[config.mk]
export PLATFORM = sky130hd
export DESIGN_NAME = stt_fifo
export DESIGN_NICKNAME = d
export VERILOG_FILES = /design/src/design/stt_pkg.sv /design/src/design/stt_fifo.sv
export SDC_FILE = /design/constraint.sdc
export NUM_CORES = 1
export LEC_CHECK = 0
export ABC_CLOCK_PERIOD_IN_PS = 27400
export BUFFER_PORTS_ARGS = -buffer_cell sky130_fd_sc_hd__buf_2
export CAP_MARGIN = 20
export CORE_MARGIN = 10
export CORE_UTILIZATION = 46
export CTS_CLUSTER_DIAMETER = 120
export DETAILED_ROUTE_END_ITERATION = 10
export HOLD_SLACK_MARGIN = 0.12
export PLACE_DENSITY = 0.75
export SETUP_SLACK_MARGIN = 0.1
export SYNTH_ARGS = -nofsm -noshare
export SYNTH_HDL_FRONTEND = slang
export SYNTH_SLANG_ARGS = --single-unit
[constraint.sdc]
create_clock -name i_clk -period 27.4 [get_ports i_clk]
set_clock_uncertainty 0.05 [all_clocks]
set_input_delay 4.11 -clock i_clk [delete_from_list [all_inputs] [get_ports i_clk]]
set_output_delay 4.11 -clock i_clk [all_outputs]
set_load 0.05 [all_outputs]
[src/design/stt_pkg.sv]
// ---------------------------------------------------------------------------
// stt_pkg - shared types and constants of the transposition table
// Field widths, bound-kind and function codes, table slot and command types.
// ---------------------------------------------------------------------------
package stt_pkg;

    // Default slot count of the table
    localparam int DEF_TABLE_ENTRIES = 4096;

    // Field widths
    localparam int KEY_W   = 64;
    localparam int KIND_W  = 2;
    localparam int DEPTH_W = 8;
    localparam int MOVE_W  = 32;
    localparam int SCORE_W = 32;
    localparam int USED_W  = 13;
    localparam int CNT_W   = 32;

    // Fill counter saturates here
    localparam logic [USED_W-1:0] USED_MAX = '1;

    // Depth of the command queue between front and back
    localparam int FIFO_DEPTH = 2;

    // Function codes
    localparam logic FUNC_STORE = 1'b0;
    localparam logic FUNC_PROBE = 1'b1;

    // Bound kinds
    localparam logic [KIND_W-1:0] KIND_INVALID = 2'd0;
    localparam logic [KIND_W-1:0] KIND_ALPHA   = 2'd2;
    localparam logic [KIND_W-1:0] KIND_BETA    = 2'd3;

    // One table slot as kept in memory
    typedef struct packed {
        logic [KEY_W-1:0]          key;
        logic [KIND_W-1:0]         kind;
        logic [DEPTH_W-1:0]        depth;
        logic [MOVE_W-1:0]         move;
        logic signed [SCORE_W-1:0] score;
    } t_slot;

    // One accepted request transaction
    typedef struct packed {
        logic                      func;
        logic [KEY_W-1:0]          position_key;
        logic [KIND_W-1:0]         bound_kind;
        logic [DEPTH_W-1:0]        search_depth;
        logic [MOVE_W-1:0]         move_word;
        logic signed [SCORE_W-1:0] move_score;
        logic signed [SCORE_W-1:0] alpha_limit;
        logic signed [SCORE_W-1:0] beta_limit;
    } t_cmd;

endpackage

[src/design/stt_fifo.sv]
// ---------------------------------------------------------------------------
// stt_fifo - command queue
// Short register queue decoupling the front end from the table update.
// ---------------------------------------------------------------------------
module stt_fifo import stt_pkg::*; #(
    parameter int IDX_W = $clog2(DEF_TABLE_ENTRIES)
) (
    input  logic             i_clk,
    input  logic             i_rst_n,
    input  logic             i_push,
    input  t_cmd             i_cmd,
    input  logic [IDX_W-1:0] i_idx,
    output logic             o_full,
    input  logic             i_pop,
    output logic             o_empty,
    output t_cmd             o_cmd,
    output logic [IDX_W-1:0] o_idx
);

    localparam int PTR_W   = $clog2(FIFO_DEPTH);
    localparam int COUNT_W = $clog2(FIFO_DEPTH + 1);

    t_cmd               r_cmd [FIFO_DEPTH];
    logic [IDX_W-1:0]   r_idx [FIFO_DEPTH];
    logic [PTR_W-1:0]   r_wptr;
    logic [PTR_W-1:0]   r_rptr;
    logic [COUNT_W-1:0] r_count;

    assign o_full  = (r_count == COUNT_W'(FIFO_DEPTH));
    assign o_empty = (r_count == '0);
    assign o_cmd   = r_cmd[r_rptr];
    assign o_idx   = r_idx[r_rptr];

    // storage
    always_ff @(posedge i_clk) begin
        if (i_push) begin
            r_cmd[r_wptr] <= i_cmd;
            r_idx[r_wptr] <= i_idx;
        end
    end

    // pointers and fill level
    always_ff @(posedge i_clk) begin
        if (!i_rst_n) begin
            r_wptr  <= '0;
            r_rptr  <= '0;
            r_count <= '0;
        end else begin
            if (i_push) begin
                r_wptr <= (r_wptr == PTR_W'(FIFO_DEPTH - 1)) ? '0 : r_wptr + 1'b1;
            end
            if (i_pop) begin
                r_rptr <= (r_rptr == PTR_W'(FIFO_DEPTH - 1)) ? '0 : r_rptr + 1'b1;
            end
            if (i_push && !i_pop) begin
                r_count <= r_count + 1'b1;
            end else if (i_pop && !i_push) begin
                r_count <= r_count - 1'b1;
            end
        end
    end

endmodule

# Yosys cells after proc, flatten, opt, wreduce, memory -nomap -nowiden
# Memory sizes are Yosys's and may differ from the RTL's. A register that Yosys moved wholly into a read port is not among the register bits.
# Index checks and enable logic that the tools add are counted.
# classes
addsub	4
reduce_logical	6
n_eq_ne	1
muxes	10
# op_table
cell	n
1-bit two-way mux	8
2-bit two-way mux	2
1-bit adder, second input constant	2
2-bit by 1-bit adder with 2-bit output, second input constant	1
2-bit == test, second input constant	1
1-bit logical AND	2
1-bit zero test	2
2-bit zero test	1
2-bit nonzero test	1
2-bit by 1-bit subtractor with 2-bit output, second input constant	1
# word_totals
ram_bits	430
n_memories	2
in_bits	219
ff_bits	4
wordCells	26
output_inout_bits	217
# mem_list
memory	words	word_bits	rd	rd_ports_with_merged_regs	write_ports	line	source
r_cmd	2	203	1	1	1	stt_fifo.sv:23	t_cmd r_cmd [FIFO_DEPTH];
r_idx	2	12	1	1	1	stt_fifo.sv:24	logic [IDX_W-1:0] r_idx [FIFO_DEPTH];

# Longest topological paths before layout
# logic_depth
word_depth	4
ltp_mapped	5
ltp_nobuf	5

# Least setup slack after synthesis
# Ideal clock, no wire load.
# synth_path
path_type	input-to-reg
startpoint	input port i_push
endpoint	register r_wptr
required_ns	27.248
path_stages	2
path_slack_ns	13.103
t_arrival_ns	14.145
n_path_buf	0
setup_ns	0.102
path_cell_list	nor2b_1 -> o21a_1
# synth_lines
item	line	source
start, declared	stt_fifo.sv:10	input logic i_push,
end signal, assigned	stt_fifo.sv:50	r_wptr <= (r_wptr == PTR_W'(FIFO_DEPTH - 1)) ? '0 : r_wptr + 1'b1;
end, declared	stt_fifo.sv:25	logic [PTR_W-1:0] r_wptr;

==> implementation parameters <==
Parameter                              Value

Yosys
  Top cell types by occurrence after synthesis ... 430 x edfxtp_1, 150 x mux2_4, 65 x mux2_2
  Leading cell type by number of instances after synthesis ... edfxtp_1
  Post-synthesis instance area ... 16300 um^2
  Simple-gate share of the synthesized area ... 0.00329
  Synthesis warning total ... 0
  Primary FF master, synth ... edfxtp_1
  Post-synthesis register bit count ... 435
  Fraction of registers with async set or reset after synthesis ... 0
  Synth top area cells ... edfxtp_1 79%, mux2_4 14%, mux2_2 4.5%
  Yosys top cell area share ... 0.790
  Adder-cell share of the synthesized area ... 0.000765
  Number of distinct library cells after synthesis ... 17
  Portion of netlist area occupied by mux cells ... 0.183
  Net count after synthesis ... 911
  Fraction of the yosys area taken by sequential cells ... 0.796
  Count of flip-flops with a built-in enable after synthesis ... 430
  Syn Inst Count ... 691
  Average size of a mapped cell ... 23.7 um^2
  Compound-gate portion of the synthesized area ... 0.00122
  Largest area contributor in the netlist ... edfxtp_1
  Area share of xor/xnor cells in the synthesized design ... 0.00161
  Main combinational cell family by area after synthesis ... multiplexers

Worst setup path
  Crit Reg-Reg Startpoint ... r_wptr
  Worst setup slack for register-to-register paths ... 24.56 ns
  Critical path required time ... 23.24 ns
  Number of cell instances on the worst register-to-register path ... 3
  RR Endpoint ... r_cmd[1][111]
  Critical Path Fanout Max ... 57
  Nature of the critical path startpoint ... flop
  Critical path endpoint category ... output pin
  Critical path start-end classification ... flop to output pin
  WP data arrival ... 3.86 ns

Clocking
  Post-cts resize count ... 0
  Clock transition at path regs ... 0.06 ns
  TritonCTS Sinks ... 435
  TritonCTS clock tree ... done
  H-tree lvl count ... 2
  Maximum buffer depth of the clock tree ... 3
  Count of hold-fix buffers inserted at cts ... 0
  Clock Latency Late Sink ... 0.52 ns
  Root buffer cell ... clkbuf_16
  Buffers inserted by post-CTS timing repair ... 0
  Total CTS buffers ... 43

Route
  Routed wire length per instance ... 21.9 um
  Post-DRT Antenna Nets ... 0
  Number of iterations in the first detailed-routing pass ... 4
  Via count of the routed design ... 8204
  Via-per-instance ratio ... 4.97
  Wire length after detailed routing ... 36.2 mm
  Detailed router's first-iteration violation count ... 435
  DRC violation count after routing ... 0

Hold path
  Worst min-delay path class ... flop to flop
  Start point of the worst min-delay path ... r_count[1]
  Worst hold path cell count ... 2
  Destination of the worst hold path ... r_count[1]

Global route
  Global-route track usage on met1 ... 0.176
  Antenna violations before repair ... 11
  Met3 track demand over resource ... 0.0571
  Remaining global-route overflow ... 0
  Via count of the first global-routing pass ... 8776
  Most utilized layer in the global route result ... met2
  First-pass GRT wire length ... 52.4 mm
  GRT Overall Usage ... 0.157
  Met2 track utilization from global routing ... 0.264
  Largest net degree at the start of global routing ... 70

Power and ir drop
  Switching power as a share of total power ... 0.265
  Internal Dissipation ... 0.00118 W
  Worst IR drop on VDD ... 0.0000616 V
  Net switching power of the design ... 0.000425 W
  Pwr/cell area ... 79.0 nW/um^2
  Static power due to leakage ... 7.93 nW
  Proportion of power drawn by flip-flops and latches ... 0.487
  Portion of total power attributed to the clock network ... 0.347
  Proportion of power drawn by combinational gates ... 0.165

Floorplanning
  Die ar. ... 43500 um^2
  Number of top-level pins ... 436
  Die boundary width ... 209 um
  Die boundary height ... 209 um
  Starting density of the core ... 0.470
  Total core area ... 34800 um^2
  Site Rows ... 68

Timing
  Setup WS post-layout ... 19.38 ns
  Fin Setup TNS ... 0 ns
  Shortest period the worst path allows ... 8.02 ns
  Unrepaired setup endpoints after global routing ... no
  Maximum clock frequency ... 0.125 GHz
  Transition time at the pin with the least slew margin ... 1.06 ns
  Hold Fails Final Rpt ... 0
  Share of the clock period used by the worst path ... 0.293
  Number of max-slew violations in the final report ... 0
  Slew Limit Headroom ... 0.294
  # setup viols final ... 0

Placement
  Detailed Place HPWL ... 25.7 mm
  Worst setup slack after placement ... 19.88 ns
  Routability cong. ... 0.762
  Number of I/O port buffers ... 435
  Count of placed standard cells including taps ... 1567

Cells and area
  Synthesis-to-layout area growth ... 24.3%
  Fraction of layout cells with a size suffix above 1 ... 0.608
  Final #Nets ... 1377
  Final instance count without filler cells ... 1651

Outcome
  Result of the run ... finished, final reports clean

Flow run
  MaxCap Viol Count ... 0
-- per-layer routing --
metal | up-vias | part of all wire
met1 | 4058 | 0.37
met3 | 73 | 0.090
met4 | 10 | 0.032
met5 | - | 0.0014
met2 | 362 | 0.50
li1 | 3701 | -
-- worst max-delay path by stage --
| stage | from | end | slack (ns) | cells past startpoint |
|---|---|---|---|---|
| CTS | flop | o_cmd[193] | 19.31 | 4 |
| detailed placement | flop | o_cmd[193] | 19.88 | 4 |
| global placement | flop | o_cmd[194] | 19.98 | 4 |
| floorplan | i_push | r_wptr | 13.10 | 2 |
| global route | flop | o_cmd[193] | 19.17 | 4 |
| finish | flop | o_cmd[193] | 19.38 | 4 |
-- power by group through the flow --
stage	Combinational [W]	Clock [W]	Sequential [W]
after global placement	0.000265	0	0.000795
after floorplan	0.000208	0	0.000799
after global routing	0.000277	0.000599	0.000785
after CTS	0.000269	0.000571	0.000783
after detailed placement	0.000268	0	0.000797
final	0.000266	0.000558	0.000782
-- final cells by class --
| type | count | area, um^2 |
|---|---|---|
| clock inverters | 25 | 200 |
| repair buffers | 445 | 2250 |
| inverters | 1 | 3.75 |
| clock buffers | 52 | 1150 |
| diodes | 7 | 17.5 |
| well taps | 455 | 569 |
| flip-flops and latches | 435 | 13000 |
| fillers | 2567 | 14500 |
| multi-input cells | 231 | 3110 |
-- layout by cell type (no fill, tap or decap), drive strengths merged, types with 2 or more instances in the layout --
cell type  netlist  routed
edfxtp         430     430
diode            0       7
and2             4       4
clkinv           0      19
xor2             2       2
clkinvlp         0       2
buf             24     445
clkbuf           0      52
nor2b            3       3
bufinv           0       3
inv              1       2
dfxtp            5       5
mux2           215     215
-- cells by family (layout without fill, tap and decap cells) --
kind of cell,after synthesis,in the layout
and+or+nand+nor,9,9
muxes,215,215
AOI/OAI and AO/OA,3,3
DFF,435,435
adders and majority gates,1,1
buffers and inverters,25,523
other,0,7
xor gates and xnor gates,3,3
-- metrics by stage --
stage / power (W) / util / area (um^2) / hold slack [ns]
global route: 0.00166 / 0.584 / 20300 / 0.546
global placement: 0.00106 / 0.545 / 18900 / 0.439
floorplan: 0.00101 / - / 16300 / 0.423
CTS: 0.00162 / 0.583 / 20300 / 0.499
finish: 0.00161 / 0.584 / 20300 / 0.496
detailed placement: 0.00106 / 0.545 / 18900 / 0.480
-- sequential cells by signal, summed over array words and instances, names as in the netlist, named ones only --
register,flops
r_rptr,1
r_cmd,406
r_count,2
r_wptr,1
r_idx,24
-- worst max-delay path, cell delays in order (launching register included) --
cell,delay (ns)
dfxtp_4,0.87
buf_4,0.79
buf_4,0.84
mux2_2,0.43
buf_2,0.22
No activity file was read; power rests on OpenSTA's default activity.
