`config.mk`:
```
export PLATFORM = sky130hd
export DESIGN_NAME = stt_front_flat
export DESIGN_NICKNAME = d
export VERILOG_FILES = /design/src/design/stt_pkg.sv /design/src/design/stt_req_if.sv /design/src/design/stt_front.sv /design/src/flat_wrapper.sv
export SDC_FILE = /design/constraint.sdc
export NUM_CORES = 1
export LEC_CHECK = 0
export BUFFER_PORTS_ARGS = -buffer_cell sky130_fd_sc_hd__clkbuf_2
export CORE_AREA = 2 2 166 168
export DETAILED_ROUTE_END_ITERATION = 16
export DIE_AREA = 0 0 168 170
export MAX_ROUTING_LAYER = met4
export PLACE_DENSITY_LB_ADDON = 0.1
export SETUP_SLACK_MARGIN = 0.3
export SYNTH_ARGS = -nofsm -noshare
export SYNTH_HDL_FRONTEND = slang
export SYNTH_SLANG_ARGS = --single-unit
```
`constraint.sdc`:
```
create_clock -name i_clk -period 8.4 [get_ports i_clk]
set_input_delay 0.84 -clock i_clk [delete_from_list [all_inputs] [get_ports i_clk]]
set_output_delay 0.84 -clock i_clk [all_outputs]
set_load 0.005 [all_outputs]
```
`src/design/stt_pkg.sv`:
```
// ---------------------------------------------------------------------------
// stt_pkg - shared types and constants of the transposition table
// Field widths, bound-kind and function codes, table slot and command types.
// ---------------------------------------------------------------------------
package stt_pkg;

    // Default slot count of the table
    localparam int DEF_TABLE_ENTRIES = 4096;

    // Field widths
    localparam int KEY_W   = 64;
    localparam int KIND_W  = 2;
    localparam int DEPTH_W = 8;
    localparam int MOVE_W  = 32;
    localparam int SCORE_W = 32;
    localparam int USED_W  = 13;
    localparam int CNT_W   = 32;

    // Fill counter saturates here
    localparam logic [USED_W-1:0] USED_MAX = '1;

    // Depth of the command queue between front and back
    localparam int FIFO_DEPTH = 2;

    // Function codes
    localparam logic FUNC_STORE = 1'b0;
    localparam logic FUNC_PROBE = 1'b1;

    // Bound kinds
    localparam logic [KIND_W-1:0] KIND_INVALID = 2'd0;
    localparam logic [KIND_W-1:0] KIND_ALPHA   = 2'd2;
    localparam logic [KIND_W-1:0] KIND_BETA    = 2'd3;

    // One table slot as kept in memory
    typedef struct packed {
        logic [KEY_W-1:0]          key;
        logic [KIND_W-1:0]         kind;
        logic [DEPTH_W-1:0]        depth;
        logic [MOVE_W-1:0]         move;
        logic signed [SCORE_W-1:0] score;
    } t_slot;

    // One accepted request transaction
    typedef struct packed {
        logic                      func;
        logic [KEY_W-1:0]          position_key;
        logic [KIND_W-1:0]         bound_kind;
        logic [DEPTH_W-1:0]        search_depth;
        logic [MOVE_W-1:0]         move_word;
        logic signed [SCORE_W-1:0] move_score;
        logic signed [SCORE_W-1:0] alpha_limit;
        logic signed [SCORE_W-1:0] beta_limit;
    } t_cmd;

endpackage

```
`src/design/stt_req_if.sv`:
```
// ---------------------------------------------------------------------------
// stt_req_if - request channel of the transposition table
// Valid/ready channel carrying one store or probe transaction.
// ---------------------------------------------------------------------------
interface stt_req_if import stt_pkg::*; ();

    logic                      valid;
    logic                      ready;
    logic                      func;
    logic [KEY_W-1:0]          position_key;
    logic [KIND_W-1:0]         bound_kind;
    logic [DEPTH_W-1:0]        search_depth;
    logic [MOVE_W-1:0]         move_word;
    logic signed [SCORE_W-1:0] move_score;
    logic signed [SCORE_W-1:0] alpha_limit;
    logic signed [SCORE_W-1:0] beta_limit;

    modport source (
        output valid, func, position_key, bound_kind, search_depth,
               move_word, move_score, alpha_limit, beta_limit,
        input  ready
    );

    modport sink (
        input  valid, func, position_key, bound_kind, search_depth,
               move_word, move_score, alpha_limit, beta_limit,
        output ready
    );

endinterface

```
`src/design/stt_front.sv`:
```
// ---------------------------------------------------------------------------
// stt_front - request front end
// Accepts a transaction, derives the slot index from the key and queues it.
// ---------------------------------------------------------------------------
module stt_front import stt_pkg::*; #(
    parameter int TABLE_ENTRIES = DEF_TABLE_ENTRIES
) (
    input  logic                             i_clk,
    input  logic                             i_rst_n,
    stt_req_if.sink                          i_req,
    input  logic                             i_hold,
    input  logic                             i_full,
    output logic                             o_push,
    output t_cmd                             o_cmd,
    output logic [$clog2(TABLE_ENTRIES)-1:0] o_idx
);

    localparam int  IDX_W   = $clog2(TABLE_ENTRIES);
    localparam int  HALF_W  = KEY_W / 2;
    localparam int  ACC_W   = KEY_W + 2;
    localparam bit  IS_POW2 = (TABLE_ENTRIES & (TABLE_ENTRIES - 1)) == 0;

    // (2^64 - 1) / TABLE_ENTRIES, rounded down, split into 32-bit halves
    localparam logic [KEY_W-1:0]  RECIP    = {KEY_W{1'b1}} / KEY_W'(TABLE_ENTRIES);
    localparam logic [HALF_W-1:0] RECIP_LO = RECIP[HALF_W-1:0];
    localparam logic [HALF_W-1:0] RECIP_HI = RECIP[KEY_W-1:HALF_W];
    localparam logic [IDX_W:0]    ENTRIES  = (IDX_W+1)'(TABLE_ENTRIES);

    typedef enum logic [1:0] {S_IDLE, S_MUL, S_RED, S_PUSH} t_state;

    t_state              r_state;
    t_cmd                r_cmd;
    logic [ACC_W-1:0]    r_acc;
    logic [KEY_W-1:0]    r_quo;
    logic [IDX_W:0]      r_rem;
    logic [1:0]          r_step;
    t_cmd                w_in;
    logic                w_accept;
    logic [HALF_W-1:0]   w_mul_a;
    logic [HALF_W-1:0]   w_mul_b;
    logic [KEY_W-1:0]    w_prod;
    logic [IDX_W:0]      n_rem;
    logic [IDX_W-1:0]    w_rem_idx;

    // request fields as one command
    always_comb begin
        w_in.func         = i_req.func;
        w_in.position_key = i_req.position_key;
        w_in.bound_kind   = i_req.bound_kind;
        w_in.search_depth = i_req.search_depth;
        w_in.move_word    = i_req.move_word;
        w_in.move_score   = i_req.move_score;
        w_in.alpha_limit  = i_req.alpha_limit;
        w_in.beta_limit   = i_req.beta_limit;
    end

    assign i_req.ready = (r_state == S_IDLE) && !i_hold;
    assign w_accept    = i_req.valid && i_req.ready;

    // quotient estimate: key times reciprocal, one 32x32 partial product per cycle
    assign w_mul_a = r_step[0] ? r_cmd.position_key[KEY_W-1:HALF_W]
                               : r_cmd.position_key[HALF_W-1:0];
    assign w_mul_b = r_step[1] ? RECIP_HI : RECIP_LO;
    assign w_prod  = w_mul_a * w_mul_b;

    // remainder from the low bits; the estimate is short by at most one
    assign n_rem     = r_cmd.position_key[IDX_W:0] - r_quo[IDX_W:0] * ENTRIES;
    assign w_rem_idx = (r_rem >= ENTRIES) ? IDX_W'(r_rem - ENTRIES) : r_rem[IDX_W-1:0];

    // control and capture
    always_ff @(posedge i_clk) begin
        if (!i_rst_n) begin
            r_state <= S_IDLE;
        end else begin
            case (r_state)
                S_IDLE: begin
                    if (w_accept) begin
                        r_cmd   <= w_in;
                        r_step  <= '0;
                        r_state <= IS_POW2 ? S_PUSH : S_MUL;
                    end
                end
                S_MUL: begin
                    r_step <= r_step + 1'b1;
                    case (r_step)
                        2'd0: begin
                            r_acc <= ACC_W'(w_prod[KEY_W-1:HALF_W]);
                        end
                        2'd3: begin
                            r_quo   <= w_prod + KEY_W'(r_acc[ACC_W-1:HALF_W]);
                            r_state <= S_RED;
                        end
                        default: begin
                            r_acc <= r_acc + ACC_W'(w_prod);
                        end
                    endcase
                end
                S_RED: begin
                    r_rem   <= n_rem;
                    r_state <= S_PUSH;
                end
                S_PUSH: begin
                    if (!i_full) begin
                        r_state <= S_IDLE;
                    end
                end
                default: begin
                    r_state <= S_IDLE;
                end
            endcase
        end
    end

    assign o_push = (r_state == S_PUSH) && !i_full;
    assign o_cmd  = r_cmd;
    assign o_idx  = IS_POW2 ? r_cmd.position_key[IDX_W-1:0] : w_rem_idx;

`ifndef ASSERT_OFF
    // an accepted transaction closes the request side until it is queued
    a_busy_after_accept: assert property (@(posedge i_clk) disable iff (!i_rst_n)
        w_accept |=> !i_req.ready)
        else $error("front accepted a second transaction while busy");
`endif

endmodule

```
`src/flat_wrapper.sv`:
```
// flat-port wrapper written by rule: the top's interface ports become plain ports
module stt_front_flat import stt_pkg::*;
#(
    parameter int TABLE_ENTRIES = DEF_TABLE_ENTRIES
)
  (i_clk, i_rst_n, i_hold, i_full, o_push, o_cmd, o_idx, i_req_valid, i_req_func, i_req_position_key, i_req_bound_kind, i_req_search_depth, i_req_move_word, i_req_move_score, i_req_alpha_limit, i_req_beta_limit, i_req_ready);
  stt_req_if i_req_i ();
  input  logic i_clk;
  input  logic i_rst_n;
  input  logic i_hold;
  input  logic i_full;
  output logic o_push;
  output t_cmd o_cmd;
  output logic [$clog2(TABLE_ENTRIES)-1:0] o_idx;
  input wire logic [$bits(i_req_i.valid)-1:0] i_req_valid;
  input wire logic [$bits(i_req_i.func)-1:0] i_req_func;
  input wire logic [$bits(i_req_i.position_key)-1:0] i_req_position_key;
  input wire logic [$bits(i_req_i.bound_kind)-1:0] i_req_bound_kind;
  input wire logic [$bits(i_req_i.search_depth)-1:0] i_req_search_depth;
  input wire logic [$bits(i_req_i.move_word)-1:0] i_req_move_word;
  input wire logic [$bits(i_req_i.move_score)-1:0] i_req_move_score;
  input wire logic [$bits(i_req_i.alpha_limit)-1:0] i_req_alpha_limit;
  input wire logic [$bits(i_req_i.beta_limit)-1:0] i_req_beta_limit;
  output wire logic [$bits(i_req_i.ready)-1:0] i_req_ready;
  assign i_req_i.valid = i_req_valid;
  assign i_req_i.func = i_req_func;
  assign i_req_i.position_key = i_req_position_key;
  assign i_req_i.bound_kind = i_req_bound_kind;
  assign i_req_i.search_depth = i_req_search_depth;
  assign i_req_i.move_word = i_req_move_word;
  assign i_req_i.move_score = i_req_move_score;
  assign i_req_i.alpha_limit = i_req_alpha_limit;
  assign i_req_i.beta_limit = i_req_beta_limit;
  assign i_req_ready = i_req_i.ready;
  stt_front #(.TABLE_ENTRIES(TABLE_ENTRIES)) u_core (.i_clk(i_clk), .i_rst_n(i_rst_n), .i_req(i_req_i), .i_hold(i_hold), .i_full(i_full), .o_push(o_push), .o_cmd(o_cmd), .o_idx(o_idx));
endmodule
```
Word level (Yosys, flattened, before mapping)
Cells that the tools add are included.
{"block": "classes", "n_reduce_logical": 10, "n_eq_ne": 7, "muxes": 6, "n_addsub": 1}
{"operator": "$reduce_and 3->1", "count": 3}
{"operator": "$mux 2", "count": 4}
{"operator": "$pmux 2 s4", "count": 1}
{"operator": "$eq 2x2->1 const B", "count": 3}
{"operator": "$ne 2x1->1 const B", "count": 2}
{"operator": "$pmux 2 s2", "count": 1}
{"operator": "$logic_and 1x1->1", "count": 3}
{"operator": "$add 2x1->2 const B", "count": 1}
{"operator": "$eq 2x1->1 const B", "count": 1}
{"operator": "$logic_not 1->1", "count": 2}
{"operator": "$logic_not 2->1", "count": 1}
{"operator": "$ne 2x2->1 const B", "count": 1}
{"operator": "$reduce_bool 2->1", "count": 1}
{"block": "totals", "register_bits": 207}

Depth between registers and ports, before layout
{"block": "depth", "word_depth": 5, "mapped_depth": 4, "depth_no_buf": 4}

Least setup slack after synthesis
Ideal clock, no wire load.
{"block": "synth_path", "kind": "input port to flip-flop", "from": "input port i_hold", "to": "register u_core.r_cmd, in the netlist u_core.o_cmd[0], enable pin", "slack_ns": 2.100, "t_arrival_ns": 5.710, "cell_stages": 2, "cell_sequence": "nor3_2 -> and3_1"}
{"block": "synth_between", "elab_chain_cells": 4}
{"element": "from (decl)", "line_no": "flat_wrapper.sv:10", "source": "input logic i_hold;"}
{"element": "$logic_not 1->1", "line_no": "stt_front.sv:57", "source": "assign i_req.ready = (r_state == S_IDLE) && !i_hold;"}
{"element": "$logic_and 1x1->1", "line_no": "stt_front.sv:57"}
{"element": "$logic_and 1x1->1", "line_no": "stt_front.sv:58", "source": "assign w_accept = i_req.valid && i_req.ready;"}
{"element": "$reduce_and 3->1 (no source line)"}
{"element": "to (signal assigned)", "line_no": "stt_front.sv:78", "source": "r_cmd <= w_in;"}
{"element": "to (decl)", "line_no": "stt_front.sv:32", "source": "t_cmd r_cmd;"}
Every way passes these cells.
A chain may end at the register's enable or synchronous reset.

Worst setup path in the final report
{"block": "layout_path", "from": "register u_core.r_state[1]", "to": "register u_core.r_cmd, in the netlist u_core.o_cmd[25], enable pin"}
{"block": "layout_between", "elab_chain_cells": 4}
{"element": "from (decl)", "line_no": "stt_front.sv:31", "source": "t_state r_state;"}
{"element": "from (signal assigned)", "line_no": "stt_front.sv:80", "source": "r_state <= IS_POW2 ? S_PUSH : S_MUL;"}
{"element": "$logic_not 2->1 *", "line_no": "stt_front.sv:57, stt_front.sv:75"}
{"element": "$logic_and 1x1->1", "line_no": "stt_front.sv:57"}
{"element": "$logic_and 1x1->1", "line_no": "stt_front.sv:58"}
{"element": "$reduce_and 3->1 (no source line) *"}
Mark *: on every way between the ends. The rest lies on a longest branch, timed or not.

==> results.json <==
{
  "status": "completed",
  "multiInputGateArea_um2": 110,
  "required_ns": 8.53,
  "finalCritPeriodShare_pct": 31.6,
  "reg2reg_depth": 3,
  "cts_tree": "yes",
  "cpPeakStageDelay_ns": 0.90,
  "via_count": 3974,
  "gr-total-overflow": 0,
  "fp.dieArea_um2": 28600,
  "drc": 0,
  "numCtsBuffers": 24,
  "rows": 60,
  "p_leak_nw": 4.04,
  "antennaDiodeCount": 0,
  "yosysSeqAreaShare_pct": 96.9,
  "synth_top_cell_by_area": "edfxtp_1",
  "viasPerCell": 3.84,
  "r2r-end": "u_core.o_cmd[25]$_DFFE_PP_",
  "grt_pass1_wl_mm": 24.6,
  "min_period_ns": 2.66,
  "crit_path_cell_trace": "nor3_2 -> and3_4 -> buf_4",
  "max_freq_ghz": 0.376,
  "drive_gt1_share_pct": 66.5,
  "synth_area_leaders": "edfxtp_1 96%, buf_4 1.4%, dfxtp_1 0.63%",
  "ys_ff_latch": 207,
  "die_w_um": 168,
  "die_y_um": 170,
  "worstSetupPathType": "flip-flop to flip-flop",
  "cellPowerDensity_nw_per_um2": 233,
  "vdd_drop_max_uv": 127,
  "yosys.area.top_type_share_pct": 96.3,
  "holdCritPathClass": "primary input to flip-flop",
  "routedWlPerCell_um": 17.0,
  "hold_violations": 0,
  "min_path_cells": 1,
  "wl_mm": 17.5,
  "synth_top_flop_cell": "edfxtp_1",
  "ant_nets": 0,
  "slew_viol_final": 0,
  "yosysMostFrequentCell": "edfxtp_1",
  "fin_setup_tns_ns": 0,
  "dpl.hpwl_mm": 13.5,
  "async_flop_share_pct": 0,
  "regArea_um2": 6200,
  "port_buffers": 424,
  "area_growth_pct": 49.7,
  "yosys_warnings": 0,
  "htree_levels": 1,
  "track_usage_pct": 11.8,
  "clk_latency_ns": 0.50,
  "crit_path_end_kind": "flip-flop",
  "dr.pass1.iters": 4,
  "cap_violations": 0,
  "fillers": 2581,
  "synth_cell_types": 14,
  "worst_pin_slew_ns": 1.06,
  "ctsResizeCount": 0,
  "initial_core_util_pct": 24.0,
  "grt_max_degree": 84,
  "gp_congestion": 0.745,
  "hold_buffers": 0,
  "cts_buffer_depth": 3,
  "netlist_area_um2": 6390,
  "grt_pass1_vias": 4295,
  "synthCells": 236,
  "whs_endpoint": "u_core.o_cmd[93]$_DFFE_PP_",
  "cts_root_buf": "clkbuf_16",
  "slew_headroom_pct": 29.7,
  "fin_area_um2": 9570,
  "first_iter_violations": 159,
  "worstReg2RegStart": "u_core.r_state[1]$_SDFFE_PN0P_",
  "slowest_stage": "buf_4",
  "path_max_fanout": 83,
  "finClkSkew_ns": 0.00543,
  "rsz0062_at_grt": "false",
  "reg2reg_slack_ns": 5.74,
  "post_cts.repair.setup_buffers": 0,
  "clk_pin_slew_ns": 0.06,
  "min-delay-start": "i_req_move_score[29]",
  "antenna_found_initial": 0,
  "setup_viol": 0,
  "syn_avg_cell_area_um2": 27.1,
  "worst_setup_path_start_kind": "flip-flop",
  "arrival_ns": 2.78,
  "post-route-util_pct": 35.9,
  "clock-sinks": 207,
  "core-area_um2": 26700,
  "synth_edf_count": 205,
  "io_pins": 425,
  "final_net_count": 885,
  "post_dp_cell_area_um2": 8870,
  "synth_top_cells_by_count": "205 x edfxtp_1, 12 x buf_4, 5 x nor2_1",
  "synth_fp_nets": 445
}
[critical path: cells and delay by family, from the launching register on]
kind,cells,cell delay (ns)
flops,1,0.37
buf+inv,1,0.90
simple gates,2,0.92
[layer usage]
layer  part of all wire [%]  up-vias  GRT usage [%]
met1                     33     1889           11.7
met3                     11       31           4.81
met4                    3.3        0           4.31
met2                     53      241           20.8
met5                      0        -              -
li1                       -     1813              -
[placed cells by master (no fill, tap or decap), drive strengths merged]
cell type,instances
clkbuf,457
edfxtp,205
clkinv,9
nor2,6
nor3,2
a21oi,2
buf,2
dfxtp,2
and3,1
nor2b,1
o31ai,1
nand2,1
nand2b,1
inv,1
ha,1
clkinvlp,1
[registers in the layout, indices dropped and copies added (netlist names)]
name,flops
u_core.r_step,2
u_core.r_state,2
u_core.o_cmd,203
[kinds of logic (layout without fill, tap and decap cells)]
group	after synthesis	in the layout	synth area share [%]
flops	207	207	96.9
fa+ha+maj	1	1	0.196
simple gates	12	12	1.10
compound gates	3	3	0.352
buf+inv	13	470	1.47
[worst max path at each step]
stage	from	to	slack [ns]	depth (start not counted)
CTS	u_core.r_state[1]$_SDFFE_PN0P_	u_core.o_cmd[148]$_DFFE_PP_	5.70	3
global route	u_core.r_state[1]$_SDFFE_PN0P_	u_core.o_cmd[189]$_DFFE_PP_	5.53	3
finish	u_core.r_state[1]$_SDFFE_PN0P_	u_core.o_cmd[25]$_DFFE_PP_	5.74	3
detailed placement	i_hold	u_core.o_cmd[194]$_DFFE_PP_	5.22	4
floorplan	i_hold	u_core.o_cmd[0]$_DFFE_PP_	2.10	2
global placement	i_hold	u_core.o_cmd[10]$_DFFE_PP_	5.33	4
[power breakdown]
part / leakage [nW] / total (W) / internal [W] / switching (W)
logic: 1.82 / 0.000111 / 0.0000571 / 0.0000537
registers: 1.88 / 0.00119 / 0.00118 / 0.0000117
clock network: 0.339 / 0.000925 / 0.000541 / 0.000384
[cell type report]
class | count | area share, %
clock buffers | 33 | 6.85
well taps | 341 | 4.46
inverters | 1 | 0.0392
multi-input cells | 16 | 1.15
clock inverters | 10 | 0.470
flip-flops and latches | 207 | 64.7
repair buffers | 426 | 22.3
[metrics by stage]
stage	total power (W)	hold WS (ns)	worst slack, ns	std cells
2_1_floorplan	0.00125	0.488	2.10	236
3_3_place_gp	0.00132	0.502	5.33	991
3_5_place_dp	0.00133	0.523	5.22	991
4_1_cts	0.00227	0.471	5.70	1034
5_1_grt	0.00232	0.472	5.53	1034
6_report	0.00223	0.505	5.74	1034
Note: power is estimated with default switching activity, not from simulation.
